<file path="src/hdl/fpa_pkg.sv">
// Fixed-point ALU package: operation codes, word limits and the item record
// that moves along the pipeline. No dependencies.

package fpa_pkg;

    localparam int WORD_W     = 32;
    localparam int KIND_W     = 4;
    localparam int OUT_DATA_W = 40;

    // Operation codes carried in s_axis_tuser
    localparam logic [KIND_W-1:0] KIND_ADD    = 4'd0;
    localparam logic [KIND_W-1:0] KIND_SUB    = 4'd1;
    localparam logic [KIND_W-1:0] KIND_MUL    = 4'd2;
    localparam logic [KIND_W-1:0] KIND_DIV    = 4'd3;
    localparam logic [KIND_W-1:0] KIND_MIN    = 4'd4;
    localparam logic [KIND_W-1:0] KIND_MAX    = 4'd5;
    localparam logic [KIND_W-1:0] KIND_INC    = 4'd6;
    localparam logic [KIND_W-1:0] KIND_DEC    = 4'd7;
    localparam logic [KIND_W-1:0] KIND_TO_INT = 4'd8;

    localparam logic [WORD_W-1:0] WORD_MAX = 32'h7FFF_FFFF;
    localparam logic [WORD_W-1:0] WORD_MIN = 32'h8000_0000;

    // Decoded operation as it travels through the divider chain
    typedef struct packed {
        logic [KIND_W-1:0] kind;
        logic              neg;         // sign of product or quotient
        logic              b_zero;
        logic [WORD_W-1:0] mag_a;
        logic [WORD_W-1:0] mag_b;
        logic [WORD_W-1:0] simple_res;  // add/sub/min/max/inc/dec/to-int result
        logic              simple_ovf;
        logic              gt;
        logic              lt;
        logic              eq;
    } fpa_item_t;

endpackage

</file>
<file path="src/hdl/fpa_div_cell.sv">
// One cell of the restoring divider chain: settles one quotient bit of
// (|a| << FRAC_BITS) / |b| and hands the item on. Depends on fpa_pkg.

module fpa_div_cell import fpa_pkg::*; #(
    parameter int FRAC_BITS = 8,
    parameter int BIT_IDX   = 0
) (
    input  logic                        aclk,
    input  logic                        aresetn,
    input  logic                        adv,
    input  logic                        in_valid,
    input  fpa_item_t                   in_item,
    input  logic [WORD_W+FRAC_BITS-1:0] in_quot,
    input  logic [WORD_W-1:0]           in_rem,
    output logic                        out_valid,
    output fpa_item_t                   out_item,
    output logic [WORD_W+FRAC_BITS-1:0] out_quot,
    output logic [WORD_W-1:0]           out_rem
);

    localparam int NUM_W = WORD_W + FRAC_BITS;

    logic                valid_reg;
    fpa_item_t           item_reg;
    logic [NUM_W-1:0]    quot_reg;
    logic [NUM_W-1:0]    quot_next;
    logic [WORD_W-1:0]   rem_reg;
    logic [WORD_W-1:0]   rem_next;
    logic                num_bit;
    logic [WORD_W:0]     trial;
    logic [WORD_W:0]     diff;
    logic                fits;

    // numerator bit for this position: low FRAC_BITS bits are zero
    generate
        if (BIT_IDX < FRAC_BITS) begin : g_zero_bit
            assign num_bit = 1'b0;
        end else begin : g_mag_bit
            assign num_bit = in_item.mag_a[BIT_IDX-FRAC_BITS];
        end
    endgenerate

    // shift in one bit, trial subtract
    always_comb begin
        trial     = {in_rem, num_bit};
        diff      = trial - {1'b0, in_item.mag_b};
        fits      = trial >= {1'b0, in_item.mag_b};
        rem_next  = fits ? diff[WORD_W-1:0] : trial[WORD_W-1:0];
        quot_next = {in_quot[NUM_W-2:0], fits};
    end

    always_ff @(posedge aclk) begin
        if (!aresetn) begin
            valid_reg <= 1'b0;
        end else if (adv) begin
            valid_reg <= in_valid;
        end
    end

    always_ff @(posedge aclk) begin
        if (adv) begin
            item_reg <= in_item;
            quot_reg <= quot_next;
            rem_reg  <= rem_next;
        end
    end

    assign out_valid = valid_reg;
    assign out_item  = item_reg;
    assign out_quot  = quot_reg;
    assign out_rem   = rem_reg;

endmodule

</file>
<file path="config.mk">
export PLATFORM = sky130hd
export DESIGN_NAME = fpa_div_cell
export DESIGN_NICKNAME = d
export VERILOG_FILES = /design/src/hdl/fpa_pkg.sv /design/src/hdl/fpa_div_cell.sv
export SDC_FILE = /design/constraint.sdc
export NUM_CORES = 1
export LEC_CHECK = 0
export BUFFER_PORTS_ARGS = -buffer_cell sky130_fd_sc_hd__buf_2
export CORE_MARGIN = 5
export CORE_UTILIZATION = 29
export DETAILED_ROUTE_END_ITERATION = 12
export PLACE_DENSITY = 0.58
export SLEW_MARGIN = 25
export SYNTH_ARGS = -nofsm -noshare
export SYNTH_HDL_FRONTEND = slang
export SYNTH_SLANG_ARGS = --single-unit
export TNS_END_PERCENT = 30
</file>
<file path="constraint.sdc">
create_clock -name aclk -period 2.7 [get_ports aclk]
set_input_delay 0.135 -clock aclk [delete_from_list [all_inputs] [get_ports aclk]]
set_output_delay 0.135 -clock aclk [all_outputs]
set_load 0.01 [all_outputs]
</file>
==> key figures <==
Timing
  • Final period utilization: 0.9295
  • Final hold vios: 0
  • RSZ-0062 raised after global routing: false
  • FMAX: 398.5 MHz
  • Setup ws final: between 0.15 and 0.2 ns
  • Final setup fails: 0
  • Worst slew pin tran: between 0.5 and 0.6 ns
  • Tmin final: 2.510 ns
  • Setup Skew: 0 ns
  • Worst rel slew slack: 0.6454
  • Fin. max-slew vios: 0
  • Worst hold slack: between 0.015 and 0.02 ns

Worst hold path
  • Hold WC Path Type: in2reg

Global route
  • Largest net degree at the start of global routing: 66
  • Total track usage: 0.1716
  • Initial antenna violation count: 7
  • Number of global-route vias before repair: between 6,000 and 7,000
  • Global route overflow: 0
  • First-pass GRT wire length: approximately 40,000 µm

Placement
  • Port Buffers: between 300 and 400
  • Post-Place Setup Slack: -0.2512 ns
  • Placed cell count: around 1,300
  • GPL Wtd Cong: 0.8132
  • Post-DP HPWL: 19,110 µm

Finish
  • Layout Nets: ~1,300
  • Synthesis-to-finish area growth: 60.40%
  • Layout Cells excl Fill: around 1,500
  • Layout cell share with drive strength beyond 1: 0.4093

Yosys
  • Asr flop ratio synth: 0
  • Syn nets: 752
  • Synth Register Bits: around 180
  • Synth Instances: 537
  • Synth top area share: 0.6869
  • Post-synth EDFFs: between 150 and 200
  • Cell accounting for the most synthesized area: edfxtp_1
  • Sequential area share after synthesis: 0.6895
  • Top_reg_cell synth: edfxtp_1
  • Post-synth cell types: roughly 50
  • Yosys warnings: 0
  • Synth top area cells: edfxtp_1, ha_1, o21ai_2
  • Netlist Area Pre-Place: between 7000 and 8000 µm²
  • Mapped Avg Cell Area: 14.49 µm²

Setup path
  • Crit path top cell by count: a21o_1
  • Maximum fanout along the worst path: 34
  • Setup CP Type: in2reg
  • CP max stage delay: 0.52 ns
  • Critical path arrival: ~2.7 ns
  • Critical path launch point type: primary input
  • Critical-path top delay cell: dlygate4sd3_1
  • CP required: 2.88 ns
  • Crit end category: flop
  • CP cell instances: dlygate4sd3_1, buf_2, inv_1, ha_1, a21o_1, a21o_1, a21o_1, a211oi_1, o2111a_1, a21o_2, buf_12, o31ai_1

Floorplan
  • Core region area: roughly 27,000 µm²
  • # IOs: between 300 and 400
  • Die Y: approximately 170 µm
  • Die area: slightly above 30,000 µm²
  • Starting Density: 0.2920
  • Row cnt: 60
  • Die Wd: roughly 170 µm

Clock tree
  • Worst-path clk slew: 0.08 ns
  • CTS root buffer: clkbuf_16
  • CTS max path bufs: 2
  • Clock latency on the worst-skew pair: 0.42 ns
  • H-Tree Depth: 4
  • CTS buffer count: 17
  • Post-CTS setup buffers: 0
  • CTS tree: done
  • Clock sinks: about 180

Run
  • Max-cap violation count: 0

Detailed routing
  • Routed Antenna Nets: 0
  • Post-detailed-routing wire length: between 20,000 and 30,000 µm
  • DRT Pass-1 Iters: 4
  • Drt initial violations: about 460
  • Wire per inst: roughly 18 µm
  • Vias: around 6,600
  • DR DRC count: 0
  • Via density per instance: between 4 and 5

Power
  • Internal: between 5000 and 6000 µW
  • Final Power: 7484 µW
  • Max rail drop VDD: about 0.34 mV
  • PD cells: 599.7 nW/µm²
  • Clk pwr share: 0.334
  • Combinational Power Share: 0.208
  • Switching Fraction: 0.2847
  • Pleak: roughly 0.0055 µW
  • Part of the power in registers: 0.458
  • Total net switching power: about 2100 µW

Outcome
  • Status: complete, no violations
## state kept, by name (all words and copies together) (netlist names)
register and count:
out_rem 32, out_item 106, out_quot 40, out_valid 1
## layout by cell type (no fill, tap or decap), types with 10 or more instances in the layout
| cell | count |
|---|---|
| clkbuf_16 | 17 |
| o21ai_0 | 12 |
| nand3_1 | 10 |
| nor2_1 | 18 |
| a21oi_1 | 26 |
| xnor2_1 | 12 |
| dlygate4sd3_1 | 172 |
| inv_1 | 41 |
| ha_1 | 32 |
| edfxtp_1 | 178 |
| xor2_1 | 16 |
| o21ai_2 | 30 |
| a21o_1 | 15 |
| nand2_1 | 49 |
| buf_4 | 24 |
| buf_2 | 358 |
## through the flow
| step | setup TNS (ns) | util | instance area, µm² |
|---|---|---|---|
| finish | 0 | 0.4683 | 12480 |
| global route | 0 | 0.4682 | 12480 |
| CTS | 0 | 0.4680 | 12470 |
| detailed placement | -3.004 | 0.3815 | 10170 |
| global placement | -2.394 | 0.3815 | 10170 |
| floorplan | 0 | - | 7781 |
## timing repair
item | CTS | global route
endpoints found under the setup margin | 0 | 1
gates resized for setup | 0 | 1
hold endpoints to repair | 171 | 0
hold buffers | 172 | 0
## cells in the mapped netlist, types with 5 or more instances
cell type    n
edfxtp_1   178
nand2_1     49
inv_1       41
ha_1        32
o21ai_2     30
a21oi_1     27
nor2_1      18
a21o_1      16
xor2_1      16
o21ai_0     12
xnor2_1     12
nand3_1     10
nand4_1      8
clkbuf_1     7
buf_6        6
o21bai_1     5
## cell type report
class | instances | area, µm²
clock inverter | 14 | 155.1
multi-input combinational | 303 | 2158
timing repair buffer | 559 | 3787
inverter | 41 | 153.9
tap | 341 | 426.7
clock buffer | 18 | 429.2
sequential | 179 | 5365
antenna | 2 | 5.005
fill | 2401 | 14170
## power groups by stage
stage	combinational [µW]	sequential [µW]	clock [µW]
after global routing	1690	3450	2710
after floorplan	555	3640	0
final	1550	3430	2500
after global placement	1350	3490	0
after detailed placement	1360	3490	0
after CTS	1570	3430	2600
## worst max-delay path: cells and delay by family
| kind | cells | cell delay [ns] |
|---|---|---|
| adder cells (fa/ha/maj) | 1 | 0.30 |
| buffers and inverters | 4 | 0.89 |
| AO/OA/AOI/OAI | 7 | 1.35 |
## kinds of logic (layout without fill, tap and decap cells)
logic type               after synthesis  count (layout)  synth area share
AND/OR/NAND/NOR                      113             113           0.06930
other                                  0               2                 0
multiplexers                           2               2          0.002573
adder cells (fa/ha/maj)               33              33           0.05403
XOR/XNOR                              28              28           0.03152
buffers and inverters                 55             632           0.03377
flip-flops                           179             179            0.6895
AO/OA/AOI/OAI                        127             127            0.1193
## per-layer routing
metal | track usage | vias to the layer above | share of wire
met5 | 0 | - | 0.0031
met4 | 0.05444 | 12 | 0.024
met3 | 0.04907 | 43 | 0.058
met2 | 0.3158 | 223 | 0.52
met1 | 0.1908 | 3128 | 0.39
li1 | - | 3146 | -
## worst paths after layout
path / startpoint / to / slack [ns] / cells past startpoint
worst max-delay path: in_item[58] / out_rem[28] / 0.19 / 12
worst min-delay path: in_rem[27] / out_rem[28] / 0.02 / 3
worst max register to register: out_valid / out_valid / 1.56 / 3
worst min register to register: out_valid / out_valid / 1.06 / 3
No activity file was read; power rests on OpenSTA's default activity.
