`src/hdl/fpa_pkg.sv`:
```
// Fixed-point ALU package: operation codes, word limits and the item record
// that moves along the pipeline. No dependencies.

package fpa_pkg;

    localparam int WORD_W     = 32;
    localparam int KIND_W     = 4;
    localparam int OUT_DATA_W = 40;

    // Operation codes carried in s_axis_tuser
    localparam logic [KIND_W-1:0] KIND_ADD    = 4'd0;
    localparam logic [KIND_W-1:0] KIND_SUB    = 4'd1;
    localparam logic [KIND_W-1:0] KIND_MUL    = 4'd2;
    localparam logic [KIND_W-1:0] KIND_DIV    = 4'd3;
    localparam logic [KIND_W-1:0] KIND_MIN    = 4'd4;
    localparam logic [KIND_W-1:0] KIND_MAX    = 4'd5;
    localparam logic [KIND_W-1:0] KIND_INC    = 4'd6;
    localparam logic [KIND_W-1:0] KIND_DEC    = 4'd7;
    localparam logic [KIND_W-1:0] KIND_TO_INT = 4'd8;

    localparam logic [WORD_W-1:0] WORD_MAX = 32'h7FFF_FFFF;
    localparam logic [WORD_W-1:0] WORD_MIN = 32'h8000_0000;

    // Decoded operation as it travels through the divider chain
    typedef struct packed {
        logic [KIND_W-1:0] kind;
        logic              neg;         // sign of product or quotient
        logic              b_zero;
        logic [WORD_W-1:0] mag_a;
        logic [WORD_W-1:0] mag_b;
        logic [WORD_W-1:0] simple_res;  // add/sub/min/max/inc/dec/to-int result
        logic              simple_ovf;
        logic              gt;
        logic              lt;
        logic              eq;
    } fpa_item_t;

endpackage

```
`src/hdl/fpa_prep.sv`:
```
// Front stage: operand magnitudes, comparison flags and the simple
// operations, registered into the item record. Depends on fpa_pkg.

module fpa_prep import fpa_pkg::*; #(
    parameter int FRAC_BITS = 8
) (
    input  logic              aclk,
    input  logic              aresetn,
    input  logic              adv,
    input  logic              in_valid,
    input  logic [KIND_W-1:0] in_kind,
    input  logic [WORD_W-1:0] in_a,
    input  logic [WORD_W-1:0] in_b,
    output logic              out_valid,
    output fpa_item_t         out_item
);

    logic        valid_reg;
    fpa_item_t   item_reg;
    fpa_item_t   item_next;

    logic [WORD_W:0]   a_ext;
    logic [WORD_W:0]   y_ext;
    logic [WORD_W:0]   sum;
    logic              do_sub;
    logic [WORD_W-1:0] int_mag;

    always_comb begin
        // comparisons and magnitudes
        item_next.kind   = in_kind;
        item_next.gt     = $signed(in_a) > $signed(in_b);
        item_next.lt     = $signed(in_a) < $signed(in_b);
        item_next.eq     = in_a == in_b;
        item_next.neg    = in_a[WORD_W-1] ^ in_b[WORD_W-1];
        item_next.b_zero = in_b == '0;
        item_next.mag_a  = in_a[WORD_W-1] ? WORD_W'(32'd0 - in_a) : in_a;
        item_next.mag_b  = in_b[WORD_W-1] ? WORD_W'(32'd0 - in_b) : in_b;

        // one shared 33-bit adder for add, sub, inc and dec
        a_ext  = {in_a[WORD_W-1], in_a};
        do_sub = (in_kind == KIND_SUB) || (in_kind == KIND_DEC);
        y_ext  = ((in_kind == KIND_ADD) || (in_kind == KIND_SUB)) ?
                 {in_b[WORD_W-1], in_b} : (WORD_W+1)'(1);
        sum    = a_ext + (do_sub ? ~y_ext : y_ext) + (WORD_W+1)'(do_sub);

        int_mag = item_next.mag_a >> FRAC_BITS;

        item_next.simple_res = '0;
        item_next.simple_ovf = 1'b0;
        case (in_kind)
            KIND_ADD, KIND_SUB, KIND_INC, KIND_DEC: begin
                if (sum[WORD_W] != sum[WORD_W-1]) begin
                    item_next.simple_ovf = 1'b1;
                    item_next.simple_res = sum[WORD_W] ? WORD_MIN : WORD_MAX;
                end else begin
                    item_next.simple_res = sum[WORD_W-1:0];
                end
            end
            KIND_MIN: item_next.simple_res = (item_next.lt || item_next.eq) ? in_a : in_b;
            KIND_MAX: item_next.simple_res = (item_next.gt || item_next.eq) ? in_a : in_b;
            KIND_TO_INT: begin
                item_next.simple_res = in_a[WORD_W-1] ? WORD_W'(32'd0 - int_mag) : int_mag;
            end
            default: item_next.simple_res = '0;
        endcase
    end

    // control
    always_ff @(posedge aclk) begin
        if (!aresetn) begin
            valid_reg <= 1'b0;
        end else if (adv) begin
            valid_reg <= in_valid;
        end
    end

    // payload
    always_ff @(posedge aclk) begin
        if (adv) begin
            item_reg <= item_next;
        end
    end

    assign out_valid = valid_reg;
    assign out_item  = item_reg;

endmodule

```
`config.mk`:
```
export PLATFORM = sky130hd
export DESIGN_NAME = fpa_prep
export DESIGN_NICKNAME = d
export VERILOG_FILES = /design/src/hdl/fpa_pkg.sv /design/src/hdl/fpa_prep.sv
export SDC_FILE = /design/constraint.sdc
export NUM_CORES = 1
export LEC_CHECK = 0
export BUFFER_PORTS_ARGS = -buffer_cell sky130_fd_sc_hd__buf_2
export CELL_PAD_IN_SITES_DETAIL_PLACEMENT = 0
export CELL_PAD_IN_SITES_GLOBAL_PLACEMENT = 1
export CORE_MARGIN = 2
export CORE_UTILIZATION = 47
export CTS_CLUSTER_DIAMETER = 30
export DETAILED_ROUTE_END_ITERATION = 12
export PLACE_DENSITY_LB_ADDON = 0.1
export SYNTH_ARGS = -nofsm -noshare
export SYNTH_HDL_FRONTEND = slang
export SYNTH_SLANG_ARGS = --single-unit
```
`constraint.sdc`:
```
create_clock -name aclk -period 10.2 [get_ports aclk]
set_input_delay 1.02 -clock aclk [delete_from_list [all_inputs] [get_ports aclk]]
set_output_delay 1.02 -clock aclk [all_outputs]
set_load 0.005 [all_outputs]
```
==> flow_metrics.env <==
export IMPL_placed_cell_area_sq_mm=0.01048
export IMPL_io_pins=179
export IMPL_ys_seq_elements=107
export IMPL_synth_cells=1021
export IMPL_final_common_cell="buf_2"
export IMPL_fin_area_sq_mm=0.01077
export IMPL_hold_buffers=0
export IMPL_core_sq_mm=0.01953
export IMPL_post_dp_hpwl_mm=24.45
export IMPL_die_y_um=145.3
export IMPL_clock_latency_ns=0.36
export IMPL_peakVddDrop_mv=0.07948
export IMPL_start_util_pct=48.08
export IMPL_ant_nets=0
export IMPL_syn_nets=1160
export IMPL_tightest_slew_ns=1.229
export IMPL_drv_cap=0
export IMPL_dieArea_sq_mm=0.02112
export IMPL_drc_errors=0
export IMPL_mostFrequentLayoutCells="buf_2, edfxtp_1, nand2_1"
export IMPL_fin_nets=1304
export IMPL_avgSynthCellArea_sq_um=9.195
export IMPL_cts_resized=0
export IMPL_r2r_start="out_valid"
export IMPL_status="finished clean"
export IMPL_finalWeightedCongestion=0.9062
export IMPL_grt_util_all_layers_pct=29.18
export IMPL_period_needed_ns=6.146
export IMPL_synth_flop_cell="edfxtp_1"
export IMPL_grt_max_degree=70
export IMPL_finalHoldViolations=0
export IMPL_fin_setup_tns_ns=0
export IMPL_cts_buffers=9
export IMPL_drt_total_wl_mm=31.43
export IMPL_hp_start="out_valid"
export IMPL_wl_per_cell_um=21.89
export IMPL_cp_required_ns=10.38
export IMPL_grt_antenna_before_repair=1
export IMPL_cts_max_path_buffers=2
export IMPL_hold_class="reg -> reg"
export IMPL_power_density_mw_per_mm2=122.2
export IMPL_syn_area_sq_mm=0.009388
export IMPL_startpoint_type="input port"
export IMPL_grt_overflow_total=0
export IMPL_drt_vias_per_instance=6.209
export IMPL_fin_crit_sh_pct=60.25
export IMPL_arrival_ns=6.33
export IMPL_std_cell_rows=51
export IMPL_cts_tree="built"
export IMPL_grt_pass1_vias=8310
export IMPL_synth_edff_count=106
export IMPL_syn_to_final_growth_pct=14.67
export IMPL_drive_gt1_share_pct=20.26
export IMPL_htreeDepth=3
export IMPL_dp_cells=1419
export IMPL_post_cts_setup_buffers=0
export IMPL_clk_pin_slew_ns=0.08
export IMPL_yosysSeqAreaShare_pct=34.12
export IMPL_setup_viol_count_final=0
export IMPL_fin_skew_ns=0
export IMPL_routed_via_count=8916
export IMPL_async_flop_share_pct=0
export IMPL_maxSlewHeadroom_pct=17.99
export IMPL_crit_type="in -> reg"
export IMPL_cts_root_buffer_cell="clkbuf_16"
export IMPL_p_leak_nw=4.537
export IMPL_max_freq_mhz=162.7
export IMPL_finalPower_mw=1.315
export IMPL_die_width_um=145.3
export IMPL_yosysWarnings=0
export IMPL_layout_cells_non_filler=1436
export IMPL_end_kind="register"
export IMPL_cts_sinks=107
export IMPL_critPathMaxFanout=31
export IMPL_slew_violations=0
export IMPL_first_pass_iters=5
export IMPL_drt_iter0_markers=775
export IMPL_grt_pass1_wl_mm=48.12
export IMPL_critPathLaunch="in_kind[1]"
export IMPL_rsz0062_at_grt="false"
export IMPL_portBuffers=178
export IMPL_ys_types=73
export IMPL_hold_worst_slack_ns=0.5259
## path summary, 6_finish.rpt
kind / slack, ns / cells after the start / end
hold reg to reg: 0.53 / 2 / out_valid
hold / removal: 0.53 / 2 / out_valid
setup / recovery: 4.05 / 16 / out_item[8]
setup reg to reg: 9.61 / 2 / out_valid
## cells in the mapped netlist, drive strengths merged (19+ instances only)
cell type / n / area (sq um)
a21oi: 72 / 360.4
clkbuf: 46 / 173.9
edfxtp: 106 / 3183
ha: 66 / 825.8
inv: 55 / 206.5
mux2i: 45 / 450.4
nand2: 88 / 330.3
nand3: 25 / 125.1
nor2: 37 / 138.9
nor3: 22 / 110.1
o211ai: 19 / 142.6
o21ai: 68 / 340.3
o31ai: 20 / 155.1
xnor2: 81 / 709.4
## report_power, final
part | switching [mW] | leakage, nW | internal [mW]
registers | 0.0138 | 1.04 | 0.542
clock network | 0.180 | 0.138 | 0.172
logic | 0.250 | 3.36 | 0.157
total | 0.444 | 4.54 | 0.872
## per-layer routing
layer | vias to the layer above | part of all wire, % | GRT usage, %
met3 | 39 | 8.1 | 3.856
met4 | 0 | 1.8 | 7.353
li1 | 4194 | - | -
met5 | - | 0 | 0
met1 | 4293 | 46 | 44.10
met2 | 390 | 44 | 44.19
## worst max-delay path, cell delays in order
cell and delay [ns]:
buf_2 0.12, or2_2 0.35, a21oi_1 0.39, nand2_1 0.70, mux2i_1 0.49, inv_1 0.10
fa_1 0.42, nand2b_1 0.18, a21o_1 0.18, a31oi_1 0.31, o21ai_0 0.20, a21oi_1 0.23
o21ai_1 0.21, o21ai_1 0.31, nand2_1 0.68, o211ai_1 0.41
## area by class of cell
| class | count | area (sq um) |
|---|---|---|
| Antenna cell | 1 | 2.502 |
| Clock buffer | 10 | 229.0 |
| Clock inverter | 6 | 56.30 |
| Fill cell | 1868 | 8761 |
| Inverter | 56 | 210.2 |
| Multi-Input combinational cell | 807 | 5794 |
| Sequential cell | 107 | 3203 |
| Tap cell | 265 | 331.6 |
| Timing Repair Buffer | 184 | 938.4 |
## registers in the layout, indices dropped and copies added (netlist names)
register / flops
out_valid: 1
out_item: 106
## per-stage QoR
step           setup slack, ns  utilization, %
3_5_place_dp             3.674           53.66
4_1_cts                  4.045           55.12
3_3_place_gp             3.918           53.66
6_report                 4.054           55.13
5_1_grt                  3.460           55.13
2_1_floorplan            5.476               -
## logic make-up (layout without fill, tap and decap cells)
group | count (synthesis) | count (layout) | share of synthesized area, %
and+or+nand+nor | 290 | 290 | 16.31
other | 0 | 1 | 0
buffers and inverters | 107 | 256 | 4.331
xor gates and xnor gates | 96 | 96 | 8.956
DFF | 107 | 107 | 34.12
adders and majority gates | 67 | 67 | 9.010
muxes | 48 | 48 | 5.158
AOI/OAI and AO/OA | 306 | 306 | 22.11
Note: power is estimated with default switching activity, not from simulation.
