==> config.mk <==
export PLATFORM = sky130hd
export DESIGN_NAME = fpa_finish
export DESIGN_NICKNAME = d
export VERILOG_FILES = /design/src/hdl/fpa_pkg.sv /design/src/hdl/fpa_finish.sv
export SDC_FILE = /design/constraint.sdc
export NUM_CORES = 2
export LEC_CHECK = 0
export BUFFER_PORTS_ARGS = -buffer_cell sky130_fd_sc_hd__buf_4
export CAP_MARGIN = 20
export CORE_ASPECT_RATIO = 0.8
export CORE_MARGIN = 1
export CORE_UTILIZATION = 45
export DETAILED_ROUTE_END_ITERATION = 12
export HOLD_SLACK_MARGIN = 0.08
export PLACE_DENSITY_LB_ADDON = 0.12
export SLEW_MARGIN = 20
export SYNTH_ARGS = -nofsm -noshare
export SYNTH_HDL_FRONTEND = slang
export SYNTH_SLANG_ARGS = --single-unit
==> constraint.sdc <==
create_clock -name aclk -period 9.7 [get_ports aclk]
set_input_delay 1.455 -clock aclk [delete_from_list [all_inputs] [get_ports aclk]]
set_output_delay 1.455 -clock aclk [all_outputs]
set_load 0.02 [all_outputs]
==> src/hdl/fpa_pkg.sv <==
// Fixed-point ALU package: operation codes, word limits and the item record
// that moves along the pipeline. No dependencies.

package fpa_pkg;

    localparam int WORD_W     = 32;
    localparam int KIND_W     = 4;
    localparam int OUT_DATA_W = 40;

    // Operation codes carried in s_axis_tuser
    localparam logic [KIND_W-1:0] KIND_ADD    = 4'd0;
    localparam logic [KIND_W-1:0] KIND_SUB    = 4'd1;
    localparam logic [KIND_W-1:0] KIND_MUL    = 4'd2;
    localparam logic [KIND_W-1:0] KIND_DIV    = 4'd3;
    localparam logic [KIND_W-1:0] KIND_MIN    = 4'd4;
    localparam logic [KIND_W-1:0] KIND_MAX    = 4'd5;
    localparam logic [KIND_W-1:0] KIND_INC    = 4'd6;
    localparam logic [KIND_W-1:0] KIND_DEC    = 4'd7;
    localparam logic [KIND_W-1:0] KIND_TO_INT = 4'd8;

    localparam logic [WORD_W-1:0] WORD_MAX = 32'h7FFF_FFFF;
    localparam logic [WORD_W-1:0] WORD_MIN = 32'h8000_0000;

    // Decoded operation as it travels through the divider chain
    typedef struct packed {
        logic [KIND_W-1:0] kind;
        logic              neg;         // sign of product or quotient
        logic              b_zero;
        logic [WORD_W-1:0] mag_a;
        logic [WORD_W-1:0] mag_b;
        logic [WORD_W-1:0] simple_res;  // add/sub/min/max/inc/dec/to-int result
        logic              simple_ovf;
        logic              gt;
        logic              lt;
        logic              eq;
    } fpa_item_t;

endpackage

==> src/hdl/fpa_finish.sv <==
// Back end: magnitude product stage, then rounding, saturation and result
// selection into the output register. Depends on fpa_pkg.

module fpa_finish import fpa_pkg::*; #(
    parameter int FRAC_BITS = 8
) (
    input  logic                        aclk,
    input  logic                        aresetn,
    input  logic                        adv,
    input  logic                        in_valid,
    input  fpa_item_t                   in_item,
    input  logic [WORD_W+FRAC_BITS-1:0] in_quot,
    input  logic [WORD_W-1:0]           in_rem,
    output logic                        out_valid,
    output logic [OUT_DATA_W-1:0]       out_data
);

    localparam int          NUM_W = WORD_W + FRAC_BITS;
    localparam logic [63:0] HALF  = (64'd1 << FRAC_BITS) >> 1;

    // product stage
    logic             p_valid_reg;
    fpa_item_t        p_item_reg;
    logic [NUM_W-1:0] p_quot_reg;
    logic [WORD_W-1:0] p_rem_reg;
    logic [63:0]      prod_reg;
    logic [63:0]      prod_next;

    // output stage
    logic                  o_valid_reg;
    logic [OUT_DATA_W-1:0] o_data_reg;
    logic [OUT_DATA_W-1:0] o_data_next;

    logic [63:0]       mul_mag;
    logic              round_up;
    logic [NUM_W:0]    div_mag;
    logic [63:0]       mag;
    logic [WORD_W-1:0] sat_res;
    logic              sat_ovf;
    logic [WORD_W-1:0] res;
    logic              ovf;
    logic              dz;

    assign prod_next = 64'(in_item.mag_a) * 64'(in_item.mag_b);

    always_comb begin
        // round half away from zero on magnitudes
        mul_mag  = (prod_reg + HALF) >> FRAC_BITS;
        round_up = {p_rem_reg, 1'b0} >= {1'b0, p_item_reg.mag_b};
        div_mag  = {1'b0, p_quot_reg} + (NUM_W+1)'(round_up);
        mag      = (p_item_reg.kind == KIND_MUL) ? mul_mag :
                   {{(63-NUM_W){1'b0}}, div_mag};

        // saturate signed result from sign and magnitude
        if (p_item_reg.neg) begin
            sat_ovf = mag > 64'h8000_0000;
            sat_res = sat_ovf ? WORD_MIN : WORD_W'(32'd0 - mag[WORD_W-1:0]);
        end else begin
            sat_ovf = mag > 64'h7FFF_FFFF;
            sat_res = sat_ovf ? WORD_MAX : mag[WORD_W-1:0];
        end

        res = p_item_reg.simple_res;
        ovf = p_item_reg.simple_ovf;
        dz  = 1'b0;
        case (p_item_reg.kind)
            KIND_MUL: begin
                res = sat_res;
                ovf = sat_ovf;
            end
            KIND_DIV: begin
                if (p_item_reg.b_zero) begin
                    res = '0;
                    ovf = 1'b0;
                    dz  = 1'b1;
                end else begin
                    res = sat_res;
                    ovf = sat_ovf;
                end
            end
            default: ;
        endcase

        o_data_next = {3'b000, dz, ovf, p_item_reg.eq, p_item_reg.lt, p_item_reg.gt, res};
    end

    // control
    always_ff @(posedge aclk) begin
        if (!aresetn) begin
            p_valid_reg <= 1'b0;
            o_valid_reg <= 1'b0;
        end else if (adv) begin
            p_valid_reg <= in_valid;
            o_valid_reg <= p_valid_reg;
        end
    end

    // payload
    always_ff @(posedge aclk) begin
        if (adv) begin
            p_item_reg <= in_item;
            p_quot_reg <= in_quot;
            p_rem_reg  <= in_rem;
            prod_reg   <= prod_next;
            o_data_reg <= o_data_next;
        end
    end

    assign out_valid = o_valid_reg;
    assign out_data  = o_data_reg;

endmodule

==> insert_results.sql <==
INSERT INTO impl_metrics (metric_group, metric, value, unit) VALUES
('sta', 'setup-violations-final', '0', ''),
('sta', 'achievable_freq', '0.112', 'GHz'),
('finish', 'flow.area_growth_from_synthesis', '9.16', '%'),
('die', 'die_x', '357', 'um'),
('finish', 'finalCoreUtilization', '49.8', '%'),
('global_route', 'antenna_violations_before_repair', '5', ''),
('global_route', 'via_count_of_the_first_global_routing_pass', '33993', ''),
('logic_synthesis', 'synthMostInstantiatedCell', 'sky130_fd_sc_hd__inv_1', ''),
('finish', 'register_area', '7250', 'sq um'),
('die', 'top_level_ports', '223', ''),
('status', 'run_status', 'completed', ''),
('route', 'final_antenna_net_count', '0', ''),
('die', 'die_height', '286', 'um'),
('die', 'placement_rows', '103', ''),
('finish', 'final_net_count', '6210', ''),
('finish', 'multi_input_comb_area', '33400', 'sq um'),
('route', 'initialDrtViolationCount', '2280', ''),
('clocking', 'clockRootBuffer', 'sky130_fd_sc_hd__clkbuf_16', ''),
('die', 'core_area', '99100', 'sq um'),
('logic_synthesis', 'synth_enable_flop_cells', '240', ''),
('sta', 'tns', '0', 'ns'),
('sta', 'final-max-slew-violation-count', '0', ''),
('die', 'initial_utilization', '45.7', '%'),
('route', 'detailroute.via_count', '32809', ''),
('worst_setup_path', 'worst-path-max-fanout', '20', ''),
('clocking', 'cts_hold_buf', '0', ''),
('clocking', 'cts_made_buffers', '29', ''),
('logic_synthesis', 'ys_seq_area_share', '16.0', '%'),
('worst_setup_path', 'kind_of_start_point_of_the_critical_path', 'primary input', ''),
('clocking', 'cts_setup_buffers', '0', ''),
('logic_synthesis', 'postSynth.topFlopCell', 'sky130_fd_sc_hd__edfxtp_1', ''),
('placement', 'placement.io_buffers', '219', ''),
('sta', 'tightestPinTransition', '1.33', 'ns'),
('finish', 'n_fill_cell', '9294', ''),
('global_route', 'wire_length_of_the_first_global_routing_pass', '198', 'mm'),
('worst_setup_path', 'crit_required', '10.02', 'ns'),
('global_route', 'grtUsageTotal', '25.3', '%'),
('logic_synthesis', 'yosys.cell_types.count', '83', ''),
('clocking', 'ctsResizeCount', '0', ''),
('placement', 'gp_routability_congestion', '0.886', ''),
('worst_setup_path', 'worst_path_max_delay_cell', 'sky130_fd_sc_hd__fa_1', ''),
('flow_run', 'max_cap_violations', '0', ''),
('logic_synthesis', 'yosys_register_bits', '242', ''),
('global_route', 'grt_start_max_net_pins', '100', ''),
('route', 'detail_route.drc_violations', '0', ''),
('logic_synthesis', 'synth.area.top_cells', 'sky130_fd_sc_hd__fa_1 40%, sky130_fd_sc_hd__edfxtp_1 16%, sky130_fd_sc_hd__ha_1 8.2%', ''),
('worst_setup_path', 'crit_arrival', '9.27', 'ns'),
('placement', 'detailedPlacementHpwl', '104', 'mm'),
('logic_synthesis', 'yosys_warnings', '0', ''),
('worst_setup_path', 'crit_path_max_incr_delay', '0.54', 'ns'),
('logic_synthesis', 'synthDominantCellAreaShare', '39.6', '%'),
('worst_setup_path', 'timing.critical_path.max_delay_family', 'adder cells', ''),
('sta', 'max-slew-margin-rel', '10.5', '%'),
('logic_synthesis', 'ys_top_cells_by_count', '965 x sky130_fd_sc_hd__inv_1, 895 x sky130_fd_sc_hd__fa_1, 696 x sky130_fd_sc_hd__nand2_1, 437 x sky130_fd_sc_hd__and2_1, 296 x sky130_fd_sc_hd__ha_1', ''),
('global_route', 'grt_overflow_total', '0', ''),
('min_path', 'worstHoldPathType', 'reg -> reg', ''),
('logic_synthesis', 'syn_area_per_cell', '9.56', 'sq um'),
('clocking', 'clock_tree_from_tritoncts', 'done', ''),
('sta', 'timing.hold.ws', '0.424', 'ns'),
('route', 'routed_wl', '126', 'mm'),
('clocking', 'htree_num_levels', '1', ''),
('clocking', 'clkSlewWorstSetupHoldPaths', '0.06', 'ns'),
('die', 'die_ar', '102000', 'sq um'),
('worst_setup_path', 'worst_path_bufs_invs', '10', ''),
('sta', 'finalCritPeriodShare', '92.2', '%'),
('worst_setup_path', 'crit_path_frequent_cell', 'sky130_fd_sc_hd__fa_1', ''),
('route', 'avgViaCountPerCell', '5.31', ''),
('finish', 'final_layout_size_suffix_gt1_share', '8.36', '%'),
('logic_synthesis', 'asyncSetResetFlopFracSynth', '0', '%'),
('worst_setup_path', 'critical_path_class', 'in -> reg', ''),
('sta', 'clock_skew', '0.0156', 'ns');
## cells by family (layout without fill, tap and decap cells)
group                      after synthesis  after routing  synth area share (%)
and+or+nand+nor                       1504           1504                  16.7
muxes                                   20             20                 0.453
AOI/OAI and AO/OA                      427            427                  6.37
xor gates and xnor gates               124            124                  2.40
adders and majority gates             1191           1191                  47.8
other                                    1              8               0.00829
DFF                                    242            242                  16.0
buffers and inverters                 1223           1348                  10.3
## per-stage QoR
| step | cell area, sq um | std cells | setup WS (ns) |
|---|---|---|---|
| 3_3_place_gp | 48400 | 6118 | 0.165 |
| 2_1_floorplan | 45300 | 4734 | 0.904 |
| 6_report | 49400 | 6176 | 0.752 |
| 3_5_place_dp | 48400 | 6118 | 0.146 |
| 4_1_cts | 49400 | 6171 | 0.754 |
| 5_1_grt | 49400 | 6175 | 0.466 |
## layer usage
metal  share of wire [%]  vias to the layer above  global-route usage (%)
met2                  49                      892                    42.9
met1                  43                    16923                    35.2
met3                 5.0                      132                    2.23
li1                    -                    14860                       -
met5               0.011                        -                       0
met4                 2.4                        2                    5.57
## path summary, 6_finish.rpt
path | from | to | slack (ns) | depth (start not counted)
worst max-delay path | in_item[51] | prod_reg[61]$_DFFE_PP_ | 0.75 | 30
worst min-delay path | o_data_next[32]$_DFFE_PP_ | out_data[32]$_DFFE_PP_ | 0.42 | 0
worst min register to register | o_data_next[32]$_DFFE_PP_ | out_data[32]$_DFFE_PP_ | 0.42 | 0
worst max register to register | p_rem_reg[0]$_DFFE_PP_ | out_data[9]$_DFFE_PP_ | 3.23 | 24
## cell type report
cell class | instances | area share (%)
Multi-Input combinational cell | 3269 | 67.6
Timing Repair Buffer | 330 | 5.06
Clock inverter | 22 | 0.550
Antenna cell | 5 | 0.0253
Tap cell | 1312 | 3.32
Clock buffer | 31 | 1.48
Inverter | 965 | 7.33
Sequential cell | 242 | 14.7
## layout by cell type, fill, tap and decap left out, types with 13 or more instances in the layout
| cell | n |
|---|---|
| sky130_fd_sc_hd__o21a_1 | 18 |
| sky130_fd_sc_hd__mux2i_1 | 16 |
| sky130_fd_sc_hd__ha_1 | 296 |
| sky130_fd_sc_hd__xor2_1 | 51 |
| sky130_fd_sc_hd__buf_4 | 328 |
| sky130_fd_sc_hd__a31oi_1 | 18 |
| sky130_fd_sc_hd__inv_1 | 965 |
| sky130_fd_sc_hd__o31ai_1 | 13 |
| sky130_fd_sc_hd__edfxtp_1 | 240 |
| sky130_fd_sc_hd__a21oi_1 | 96 |
| sky130_fd_sc_hd__nand3_1 | 61 |
| sky130_fd_sc_hd__nor3_1 | 33 |
| sky130_fd_sc_hd__a22o_1 | 13 |
| sky130_fd_sc_hd__clkbuf_16 | 29 |
| sky130_fd_sc_hd__and2_1 | 437 |
| sky130_fd_sc_hd__nor2b_1 | 13 |
| sky130_fd_sc_hd__a221o_1 | 14 |
| sky130_fd_sc_hd__nor2_1 | 74 |
| sky130_fd_sc_hd__and4_1 | 17 |
| sky130_fd_sc_hd__nand2_1 | 696 |
| sky130_fd_sc_hd__o21ai_0 | 66 |
| sky130_fd_sc_hd__a21o_1 | 68 |
| sky130_fd_sc_hd__nor4_1 | 20 |
| sky130_fd_sc_hd__and3_1 | 27 |
| sky130_fd_sc_hd__xnor2_1 | 73 |
| sky130_fd_sc_hd__nand4_1 | 62 |
| sky130_fd_sc_hd__fa_1 | 895 |
Power is left out: the tool's default activity adds up to more than one toggle a clock period on the data nets, which glitch-free logic cannot reach.
